==> src/rtl/core/lnc_pkg.sv <==
// lnc_pkg: widths, constants, register indexes and the base period table
// for the LFSR noise channel. No dependencies.
package lnc_pkg;

    localparam int SR_W           = 18;
    localparam int IDX_W          = 4;
    localparam int PERIOD_ENTRIES = 16;
    localparam int BASE_W         = 12;
    localparam int PROD_W         = SR_W + BASE_W;
    localparam int GAIN_W         = 16;
    localparam int PER_W          = 15;
    localparam int CNT_W          = 15;
    localparam int SHIFT_W        = 15;
    localparam int CFG_IDX_W      = 1;

    // floor(x / 44750) as (x * RECIP) >> RECIP_SHIFT, low by at most one
    localparam int DIV_W          = 16;
    localparam int RECIP_W        = 31;
    localparam int RECIP_SHIFT    = 46;
    localparam int REM_W          = PROD_W + 1;
    localparam logic [DIV_W-1:0]   CLOCK_DIVISOR = 16'd44750;
    localparam logic [RECIP_W-1:0] RECIP         = 31'd1572485903;

    localparam logic [SR_W-1:0]    SR_RESET      = 18'd48000;
    localparam logic [SHIFT_W-1:0] SHIFT_RESET   = 15'h0001;

    localparam logic [CFG_IDX_W-1:0] CFG_SAMPLE_RATE = 1'b0;
    localparam logic [CFG_IDX_W-1:0] CFG_LONG_MODE   = 1'b1;

    typedef struct packed {
        logic                     mode;
        logic signed [GAIN_W-1:0] gain;
        logic [PER_W-1:0]         period;
    } lnc_item_t;

    function automatic logic [BASE_W-1:0] base_period(input logic [IDX_W-1:0] idx);
        logic [BASE_W-1:0] b;
        unique case (idx)
            4'd0:  b = 12'd4068;
            4'd1:  b = 12'd2034;
            4'd2:  b = 12'd1016;
            4'd3:  b = 12'd762;
            4'd4:  b = 12'd508;
            4'd5:  b = 12'd380;
            4'd6:  b = 12'd254;
            4'd7:  b = 12'd202;
            4'd8:  b = 12'd160;
            4'd9:  b = 12'd128;
            4'd10: b = 12'd96;
            4'd11: b = 12'd64;
            4'd12: b = 12'd32;
            4'd13: b = 12'd16;
            4'd14: b = 12'd8;
            4'd15: b = 12'd4;
        endcase
        return b;
    endfunction

endpackage

==> src/rtl/core/lnc_if.sv <==
// lnc_if: valid/ready channel interfaces for sample requests and results.
// Depends on lnc_pkg.
interface lnc_sample_if import lnc_pkg::*; ();
    logic                     valid;
    logic                     ready;
    logic                     mode;
    logic [IDX_W-1:0]         period_index;
    logic signed [GAIN_W-1:0] gain;

    modport source (output valid, mode, period_index, gain, input ready);
    modport sink   (input valid, mode, period_index, gain, output ready);
endinterface

interface lnc_result_if import lnc_pkg::*; ();
    logic                     valid;
    logic                     ready;
    logic                     noise_bit;
    logic signed [GAIN_W-1:0] level;

    modport source (output valid, noise_bit, level, input ready);
    modport sink   (input valid, noise_bit, level, output ready);
endinterface

==> src/rtl/core/lnc_period.sv <==
// lnc_period: four-stage pipeline that registers a sample request and works out
// its timer period, max(floor(sample_rate * base / 44750), 1). Depends on lnc_pkg.
module lnc_period import lnc_pkg::*;
(
    input  logic              clk,
    input  logic              rst_n,
    input  logic [SR_W-1:0]   sample_rate,
    lnc_sample_if.sink        sample,
    output logic              item_valid,
    input  logic              item_ready,
    output lnc_item_t         item
);

    // stage 1: input register
    logic                     v1_reg;
    logic                     mode1_reg;
    logic [IDX_W-1:0]         idx1_reg;
    logic signed [GAIN_W-1:0] gain1_reg;
    // stage 2: sample_rate * base
    logic                     v2_reg;
    logic                     mode2_reg;
    logic signed [GAIN_W-1:0] gain2_reg;
    logic [PROD_W-1:0]        prod2_reg;
    // stage 3: quotient estimate
    logic                     v3_reg;
    logic                     mode3_reg;
    logic signed [GAIN_W-1:0] gain3_reg;
    logic [PROD_W-1:0]        prod3_reg;
    logic [PER_W-1:0]         q3_reg;
    // stage 4: corrected period
    logic                     v4_reg;
    lnc_item_t                item4_reg;

    logic rdy1, rdy2, rdy3, rdy4;
    logic [PROD_W-1:0]             prod_next;
    logic [PROD_W+RECIP_W-1:0]     recip_prod;
    logic [PER_W-1:0]              q_next;
    logic [REM_W-1:0]              q_times_d;
    logic [REM_W-1:0]              rem;
    logic [PER_W-1:0]              q_fix;
    logic [PER_W-1:0]              period_next;

    assign rdy4 = !v4_reg || item_ready;
    assign rdy3 = !v3_reg || rdy4;
    assign rdy2 = !v2_reg || rdy3;
    assign rdy1 = !v1_reg || rdy2;
    assign sample.ready = rdy1;

    assign prod_next  = PROD_W'(sample_rate) * PROD_W'(base_period(idx1_reg));
    assign recip_prod = (PROD_W+RECIP_W)'(prod2_reg) * (PROD_W+RECIP_W)'(RECIP);
    assign q_next     = recip_prod[RECIP_SHIFT +: PER_W];

    assign q_times_d  = REM_W'(q3_reg) * REM_W'(CLOCK_DIVISOR);
    assign rem        = REM_W'(prod3_reg) - q_times_d;
    assign q_fix      = (rem >= REM_W'(CLOCK_DIVISOR)) ? q3_reg + PER_W'(1) : q3_reg;
    assign period_next = (q_fix == '0) ? PER_W'(1) : q_fix;

    always_ff @(posedge clk or negedge rst_n)
    begin
        if (!rst_n)
        begin
            v1_reg <= 1'b0;
            v2_reg <= 1'b0;
            v3_reg <= 1'b0;
            v4_reg <= 1'b0;
        end
        else
        begin
            if (rdy1) v1_reg <= sample.valid;
            if (rdy2) v2_reg <= v1_reg;
            if (rdy3) v3_reg <= v2_reg;
            if (rdy4) v4_reg <= v3_reg;
        end
    end

    always_ff @(posedge clk)
    begin
        if (rdy1 && sample.valid)
        begin
            mode1_reg <= sample.mode;
            idx1_reg  <= sample.period_index;
            gain1_reg <= sample.gain;
        end
        if (rdy2 && v1_reg)
        begin
            mode2_reg <= mode1_reg;
            gain2_reg <= gain1_reg;
            prod2_reg <= prod_next;
        end
        if (rdy3 && v2_reg)
        begin
            mode3_reg <= mode2_reg;
            gain3_reg <= gain2_reg;
            prod3_reg <= prod2_reg;
            q3_reg    <= q_next;
        end
        if (rdy4 && v3_reg)
        begin
            item4_reg.mode   <= mode3_reg;
            item4_reg.gain   <= gain3_reg;
            item4_reg.period <= period_next;
        end
    end

    assign item_valid = v4_reg;
    assign item       = item4_reg;

endmodule

==> src/rtl/core/lnc_noise_core.sv <==
// lnc_noise_core: tick counter, 15-bit shift register and result register.
// Depends on lnc_pkg and lnc_result_if.
module lnc_noise_core import lnc_pkg::*;
(
    input  logic        clk,
    input  logic        rst_n,
    input  logic        long_mode,
    input  logic        restart,
    input  logic        item_valid,
    output logic        item_ready,
    input  lnc_item_t   item,
    lnc_result_if.source result
);

    logic [SHIFT_W-1:0]       shift_reg, shift_next;
    logic [CNT_W-1:0]         tick_reg, tick_next;
    logic                     out_valid_reg;
    logic                     noise_bit_reg;
    logic signed [GAIN_W-1:0] level_reg;

    logic                     take;
    logic                     emit;
    logic [CNT_W:0]           tick_inc;
    logic                     tap;
    logic                     feedback;

    assign item_ready = !out_valid_reg || result.ready;
    assign take       = item_valid && item_ready;
    assign emit       = take && !item.mode;

    assign tick_inc = {1'b0, tick_reg} + (CNT_W+1)'(1);
    assign tap      = long_mode ? shift_reg[6] : shift_reg[1];
    assign feedback = shift_reg[0] ^ tap;

    always_comb
    begin
        if (tick_inc >= (CNT_W+1)'(item.period))
        begin
            tick_next  = '0;
            shift_next = {feedback, shift_reg[SHIFT_W-1:1]};
        end
        else
        begin
            tick_next  = tick_inc[CNT_W-1:0];
            shift_next = shift_reg;
        end
    end

    always_ff @(posedge clk or negedge rst_n)
    begin
        if (!rst_n)
        begin
            shift_reg     <= SHIFT_RESET;
            tick_reg      <= '0;
            out_valid_reg <= 1'b0;
        end
        else
        begin
            if (restart || (take && item.mode))
            begin
                shift_reg <= SHIFT_RESET;
                tick_reg  <= '0;
            end
            else if (emit)
            begin
                shift_reg <= shift_next;
                tick_reg  <= tick_next;
            end

            if (emit)
                out_valid_reg <= 1'b1;
            else if (result.ready)
                out_valid_reg <= 1'b0;
        end
    end

    always_ff @(posedge clk)
    begin
        if (emit)
        begin
            noise_bit_reg <= shift_reg[0];
            level_reg     <= shift_reg[0] ? item.gain : '0;
        end
    end

    assign result.valid     = out_valid_reg;
    assign result.noise_bit = noise_bit_reg;
    assign result.level     = level_reg;

endmodule

==> src/rtl/core/lfsr_noise_channel.sv <==
// lfsr_noise_channel: top level of the periodic LFSR noise channel.
// Holds the configuration registers; instantiates lnc_period and lnc_noise_core.
// Depends on lnc_pkg and lnc_if.
//
//  channel   direction  payload                        handshake
//  sample    in         mode, period_index, gain       valid/ready
//  result    out        noise_bit, level               valid/ready
//  cfg       in         cfg_index, cfg_data            cfg_we, no ready
//
// One request per cycle is taken while the stages are not held by a waiting
// result; a request is registered in the input register when accepted, then
// passes through the multiply, reciprocal multiply and correction stages and
// the counter/shift update into the result register.
// A release request (mode = 1) restarts counter and shift register and
// gives no result. Every stage has its own valid bit, so bubbles collapse
// and new requests enter while a finished result waits on result.ready.
// Reset: sample_rate 48000, long_mode 0, counter 0, shift register 1.
module lfsr_noise_channel import lnc_pkg::*;
(
    input  logic                 clk,
    input  logic                 rst_n,
    lnc_sample_if.sink           sample,
    lnc_result_if.source         result,
    input  logic                 cfg_we,
    input  logic [CFG_IDX_W-1:0] cfg_index,
    input  logic [SR_W-1:0]      cfg_data
);

    logic [SR_W-1:0] sample_rate_reg;
    logic            long_mode_reg;
    logic            restart;

    logic            item_valid;
    logic            item_ready;
    lnc_item_t       item;

    // A sample_rate write also restarts the noise generator.
    assign restart = cfg_we && (cfg_index == CFG_SAMPLE_RATE);

    always_ff @(posedge clk or negedge rst_n)
    begin
        if (!rst_n)
        begin
            sample_rate_reg <= SR_RESET;
            long_mode_reg   <= 1'b0;
        end
        else if (cfg_we)
        begin
            unique case (cfg_index)
                CFG_SAMPLE_RATE: sample_rate_reg <= cfg_data;
                CFG_LONG_MODE:   long_mode_reg   <= cfg_data[0];
            endcase
        end
    end

    // Period lookup: base table times sample rate, divided by 44750.
    lnc_period u_period (
        .clk         (clk),
        .rst_n       (rst_n),
        .sample_rate (sample_rate_reg),
        .sample      (sample),
        .item_valid  (item_valid),
        .item_ready  (item_ready),
        .item        (item)
    );

    // Counter, LFSR and the result register.
    lnc_noise_core u_core (
        .clk        (clk),
        .rst_n      (rst_n),
        .long_mode  (long_mode_reg),
        .restart    (restart),
        .item_valid (item_valid),
        .item_ready (item_ready),
        .item       (item),
        .result     (result)
    );

endmodule

==> src/flat_wrapper.sv <==
// flat-port wrapper written by rule: the top's interface ports become plain ports
module lfsr_noise_channel_flat import lnc_pkg::*;
  (clk, rst_n, cfg_we, cfg_index, cfg_data, sample_valid, sample_mode, sample_period_index, sample_gain, sample_ready, result_valid, result_noise_bit, result_level, result_ready);
  lnc_sample_if sample_i ();
  lnc_result_if result_i ();
  input  logic clk;
  input  logic rst_n;
  input  logic cfg_we;
  input  logic [CFG_IDX_W-1:0] cfg_index;
  input  logic [SR_W-1:0] cfg_data;
  input wire logic [$bits(sample_i.valid)-1:0] sample_valid;
  input wire logic [$bits(sample_i.mode)-1:0] sample_mode;
  input wire logic [$bits(sample_i.period_index)-1:0] sample_period_index;
  input wire logic [$bits(sample_i.gain)-1:0] sample_gain;
  output wire logic [$bits(sample_i.ready)-1:0] sample_ready;
  output wire logic [$bits(result_i.valid)-1:0] result_valid;
  output wire logic [$bits(result_i.noise_bit)-1:0] result_noise_bit;
  output wire logic [$bits(result_i.level)-1:0] result_level;
  input wire logic [$bits(result_i.ready)-1:0] result_ready;
  assign sample_i.valid = sample_valid;
  assign sample_i.mode = sample_mode;
  assign sample_i.period_index = sample_period_index;
  assign sample_i.gain = sample_gain;
  assign sample_ready = sample_i.ready;
  assign result_valid = result_i.valid;
  assign result_noise_bit = result_i.noise_bit;
  assign result_level = result_i.level;
  assign result_i.ready = result_ready;
  lfsr_noise_channel u_core (.clk(clk), .rst_n(rst_n), .sample(sample_i), .result(result_i), .cfg_we(cfg_we), .cfg_index(cfg_index), .cfg_data(cfg_data));
endmodule
==> config.mk <==
export PLATFORM = sky130hd
export DESIGN_NAME = lfsr_noise_channel_flat
export DESIGN_NICKNAME = d
export VERILOG_FILES = /design/src/rtl/core/lnc_pkg.sv /design/src/rtl/core/lnc_if.sv /design/src/rtl/core/lnc_period.sv /design/src/rtl/core/lnc_noise_core.sv /design/src/rtl/core/lfsr_noise_channel.sv /design/src/flat_wrapper.sv
export SDC_FILE = /design/constraint.sdc
export NUM_CORES = 2
export LEC_CHECK = 0
export BUFFER_PORTS_ARGS = -buffer_cell sky130_fd_sc_hd__buf_2
export CORE_MARGIN = 2
export CORE_UTILIZATION = 48
export DETAILED_ROUTE_END_ITERATION = 10
export PLACE_DENSITY = 0.63
export SYNTH_ARGS = -nofsm -noshare
export SYNTH_HDL_FRONTEND = slang
export SYNTH_SLANG_ARGS = --single-unit
==> constraint.sdc <==
create_clock -name clk -period 9.39 [get_ports clk]
set_input_delay 1.878 -clock clk [delete_from_list [all_inputs] [get_ports clk]]
set_output_delay 1.878 -clock clk [all_outputs]
set_load 0.01 [all_outputs]
After elaboration in Yosys (flattened, before gate mapping) --
Memory sizes are Yosys's and may differ from the RTL's. A register that Yosys moved wholly into a read port is not among the register bits. Index checks and enable logic that the tools add are counted.
Word-level totals: register bits after elaboration 233, latch bits 0, RAM bits 0, bits in read-only memories 176, word-level logic and storage cells 73, memories 1
Operators by class: add/subtract/negate cells 3, multiply operators 3, divide/modulo/power cells 0, order comparisons 2, equality and inequality tests 0, shift-type cells 0, muxes and demuxes 11, bitwise operators 2, reductions and logical operators 27
Memories:
- (no name shown) | words 16, width 11, read ports 1, clocked after memory_dff 1, write ports 0, line lnc_pkg.sv:38 | unique case (idx)
Operators with widths (number):
- two-way mux 15 bit | 7
- multiplier 30 x 31 -> 61 bit (second input constant) | 1
- >= comparator 31 x 16 -> 1 bit (second input constant) | 1
- subtractor 30 x 31 -> 31 bit | 1
- multiplier 15 x 15 -> 30 bit (second input constant) | 1
- multiplier 18 x 12 -> 30 bit | 1
- adder 15 x 1 -> 16 bit (second input constant) | 1
- >= comparator 16 x 15 -> 1 bit | 1
- adder 15 x 1 -> 15 bit (second input constant) | 1
- logical NOT 15 bit | 1
- logical AND 1 bit | 8
- logical NOT 1 bit | 6
- logical OR 1 bit | 6
- AND reduction 2 bit | 3
- nonzero test 2 bit | 3
- two-way mux 4 bit | 1
- two-way mux 1 bit | 3
- inverter 1 bit | 1
- XOR 1 bit | 1

Depth between registers and ports, before layout --
depth in word-level cells 8, gate-level depth with buffers 37

By module --
From an unflattened synthesis, not the netlist that was laid out.
Unflattened totals: cells, all modules 3546, area, all modules 37454.7 µm²
Modules (own cells, without submodules):
- lnc_period | times used 1, cells an instance 3243, area each 33958.8 µm²
- lnc_noise_core | times used 1, cells an instance 261, area each 2715.1 µm²
- lfsr_noise_channel | times used 1, cells an instance 42, area each 780.7 µm²

Least setup slack after synthesis --
OpenSTA, ideal clock, no wires.
kind reg-to-reg, start reg u_core.u_period.q3_reg[5], end reg u_core.u_period.item4_reg (netlist bit u_core.u_period.item[0]), data pin, library setup time 256 ps, data arrival time 7762 ps, slack 1372 ps, cell stages (with the launch flop) 32, path buffers 0, period minus slack after synthesis 8018 ps, cells stage by stage edfxtp_1 > ha_1 > inv_1 > fa_1 > inv_1 > fa_1 > fa_1 > fa_1 > fa_1 > ha_1 > and3_1 > a221o_1 > nand2_1 > a21oi_1 > a311oi_1 > nor3_1 > nor2_1 > o21bai_1 > a21oi_1 > xor2_1 > ha_1 > nor2b_1 > a2111oi_2 > nand3_1 > mux2i_1 > o211ai_1 > nor4_2 > nand4_2 > o31ai_4 > mux2i_1 > o22ai_1 > a41o_1
Between the ends: longest elaborated chain between the ends 5, elaborated cells between the ends (all ways) 6, classes of those cells add/sub: 2; mul: 1; order compare: 1; mux: 1; reduce/logical: 1
RTL lines:
- start, declared | line lnc_period.sv:29 | logic [PER_W-1:0] q3_reg;
- start signal, assigned | line lnc_period.sv:95 | q3_reg <= q_next;
- multiplier 15 x 15 -> 30 bit | line lnc_period.sv:53 | assign q_times_d = REM_W'(q3_reg) * REM_W'(CLOCK_DIVISOR);
- subtractor 30 x 31 -> 31 bit | line lnc_period.sv:54 | assign rem = REM_W'(prod3_reg) - q_times_d;
- >= comparator 31 x 16 -> 1 bit | line lnc_period.sv:55 | assign q_fix = (rem >= REM_W'(CLOCK_DIVISOR)) ? q3_reg + PER_W'(1) : q3_reg;
- two-way mux 15 bit (*) | line lnc_period.sv:55
- logical NOT 15 bit | line lnc_period.sv:56 | assign period_next = (q_fix == '0) ? PER_W'(1) : q_fix;
- end, declared | line lnc_period.sv:32 | lnc_item_t item4_reg;
Mark *: on every way between the ends. The rest lies on a longest branch, timed or not. A chain may end at the register's enable or synchronous reset.

Worst setup path after layout --
start reg u_core.u_period.q3_reg[6], end reg u_core.u_period.item4_reg (netlist bit u_core.u_period.item[0]), data pin
The elaborated chain is that of the path after synthesis.

==> flow_metrics.env <==
export IMPL_clockBufferDepth=3
export IMPL_syn_nets=4780
export IMPL_fin_crit_sh_pct=95.33
export IMPL_vias_per_cell=5.094
export IMPL_area_growth_syn_to_layout_pct=7.320
export IMPL_grt_max_degree=61
export IMPL_final_hold_violation_count=0
export IMPL_drc=0
export IMPL_critPathMaxFanout=8
export IMPL_arrival_ns=9.27
export IMPL_grt_pass1_wl_um=136600
export IMPL_synth_top_cell_area_share_pct=33.06
export IMPL_start_util_pct=48.23
export IMPL_r2r_slack_ns=0.44
export IMPL_netlist_area_um2=37180
export IMPL_synth_ff_type="edfxtp_1"
export IMPL_post_place_ws_ns=0.3382
export IMPL_worst_pin_slew_ns=0.9627
export IMPL_insertedDiodeCount=0
export IMPL_drtIter0Drc=1106
export IMPL_cts_root_buf="clkbuf_16"
export IMPL_synth_distinct_cells=89
export IMPL_cts_buffers_inserted=30
export IMPL_synthMostInstantiatedCell="inv_1"
export IMPL_wl_um=85010
export IMPL_grt_util_all_layers_pct=22.27
export IMPL_die_area_um2=79700
export IMPL_hold_path_class="flop to flop"
export IMPL_largest_register_ffs=32
export IMPL_final_nets=4863
export IMPL_grt_pass1_vias=25020
export IMPL_worstSetupPathType="flop to flop"
export IMPL_ys_seq_area_share_pct=18.55
export IMPL_placed_area_um2=38780
export IMPL_maxCapViolations=0
export IMPL_die_w_um=282.3
export IMPL_clk_latency_ns=0.59
export IMPL_layout_drive_gt1_share_pct=6.612
export IMPL_rsz0062_at_grt="no"
export IMPL_ioPinCount=64
export IMPL_crit_path_max_incr_delay_ns=0.59
export IMPL_status="completed"
export IMPL_first_pass_iters=5
export IMPL_ys_ff_latch=242
export IMPL_path_clk_slew_ns=0.06
export IMPL_postLayoutCellArea_um2=39900
export IMPL_synthArstFlopShare_pct=22.31
export IMPL_htreeDepth=1
export IMPL_end_kind="flop"
export IMPL_wl_per_cell_um=18.20
export IMPL_synth_edf_count=177
export IMPL_synth_cells=3523
export IMPL_cts_hold_buf=0
export IMPL_min_period_ns=8.951
export IMPL_gp_congestion=0.9216
export IMPL_synth_commonest_cells="inv_1, fa_1, ha_1"
export IMPL_setup_viol_count_final=0
export IMPL_vias=23790
export IMPL_rows=102
export IMPL_cp_required_ns=9.71
export IMPL_antenna_left=0
export IMPL_cp_start_kind="flop"
export IMPL_maxSlewViolCount=0
export IMPL_core_region_area_um2=77080
export IMPL_cts_tree="yes"
export IMPL_path_common_cell="fa_1"
export IMPL_tns_ns=0
export IMPL_yosys_warnings=0
export IMPL_hpwl_um=73580
export IMPL_io_buffers=63
export IMPL_synth_area_top_cells="fa_1, ha_1, edfxtp_1"
export IMPL_crit_slowest_cell="edfxtp_1"
export IMPL_die_h_um=282.3
export IMPL_fmax_mhz=111.7
export IMPL_relSlewSlack_pct=35.82
export IMPL_finalWorstSetupSlack_ns=0.4386
export IMPL_yosysTopAreaCell="fa_1"
export IMPL_avgSynthCellArea_um2=10.55
export IMPL_overflow=0
export IMPL_skew_ns=0.03234
export IMPL_antenna_found_initial=0
export IMPL_clkSinkCount=242
final timing paths:
check,start,endpoint,cells past startpoint
worst max-delay path,u_core.u_period.q3_reg[6],u_core.u_period.item[0],31
worst min-delay path,u_core.u_period.gain1_reg[8],u_core.u_period.gain2_reg[8],0
worst max register to register,u_core.u_period.q3_reg[6],u_core.u_period.item[0],31
worst min register to register,u_core.u_period.gain1_reg[8],u_core.u_period.gain2_reg[8],0
max in group asynchronous,rst_n,u_core.u_core.tick_reg[7],2
min in group asynchronous,rst_n,u_core.sample_rate_reg[14],2
stage by stage:
step	std cells	hold WS, ns	utilization [%]
4_1_cts	4656	0.4170	51.60
2_1_floorplan	3523	0.4003	-
3_5_place_dp	4600	0.4045	50.31
6_report	4670	0.4172	51.76
5_1_grt	4670	0.4228	51.76
3_3_place_gp	4600	0.4010	50.31
area by class of cell:
class,instances,area (um2)
flip-flops and latches,242,6897
fillers,7085,37180
well taps,1040,1301
clock inverters,22,197.7
multi-input cells,2306,26620
repair buffers,105,630.6
inverters,921,3461
clock buffers,34,797.0
worst max-delay path: cells and delay by family (launching register included):
kind,cells,cell delay (ns)
simple gates,7,1.28
buf+inv,3,0.35
compound gates,11,2.47
fa+ha+maj,8,3.64
flops,1,0.59
xor+xnor,1,0.16
mux,1,0.20
routing by layer:
metal | vias up | GRT usage, % | routed length (um)
li1 | 11340 | - | -
met2 | 465 | 36.89 | 40360
met5 | - | 0 | 0
met4 | 0 | 5.508 | 2254
met1 | 11880 | 30.54 | 38030
met3 | 108 | 3.733 | 4364
cell usage in the layout, fill, tap and decap left out, drive strengths merged, types with 23 or more instances in the layout:
cell type / count
nand2: 200
a21o: 50
clkbuf: 34
fa: 614
and3: 23
nor2: 78
and2: 122
nor3: 38
xnor2: 74
o21ai: 66
buf: 105
edfxtp: 177
ha: 598
inv: 925
mux2: 32
a21oi: 81
nand3: 40
dfrtp: 46
xor2: 29
timing repair:
item                       in CTS  in global routing
resized for setup               0                  3
setup endpoints to repair       0                  9
buffers inserted                0                 14
cells by family (layout without fill, tap and decap cells):
family                     Yosys count  count (layout)  synth area share [%]
buffers and inverters              975            1082                 9.908
AOI/OAI and AO/OA                  336             336                 6.213
DFF                                242             242                 18.55
adders and majority gates         1213            1213                 53.21
and+or+nand+nor                    601             601                 8.134
muxes                               53              53                 1.535
xor gates and xnor gates           103             103                 2.447
Power is not shown: default switching activity piles up to over one toggle a cycle in this logic, so the estimate is an artifact.
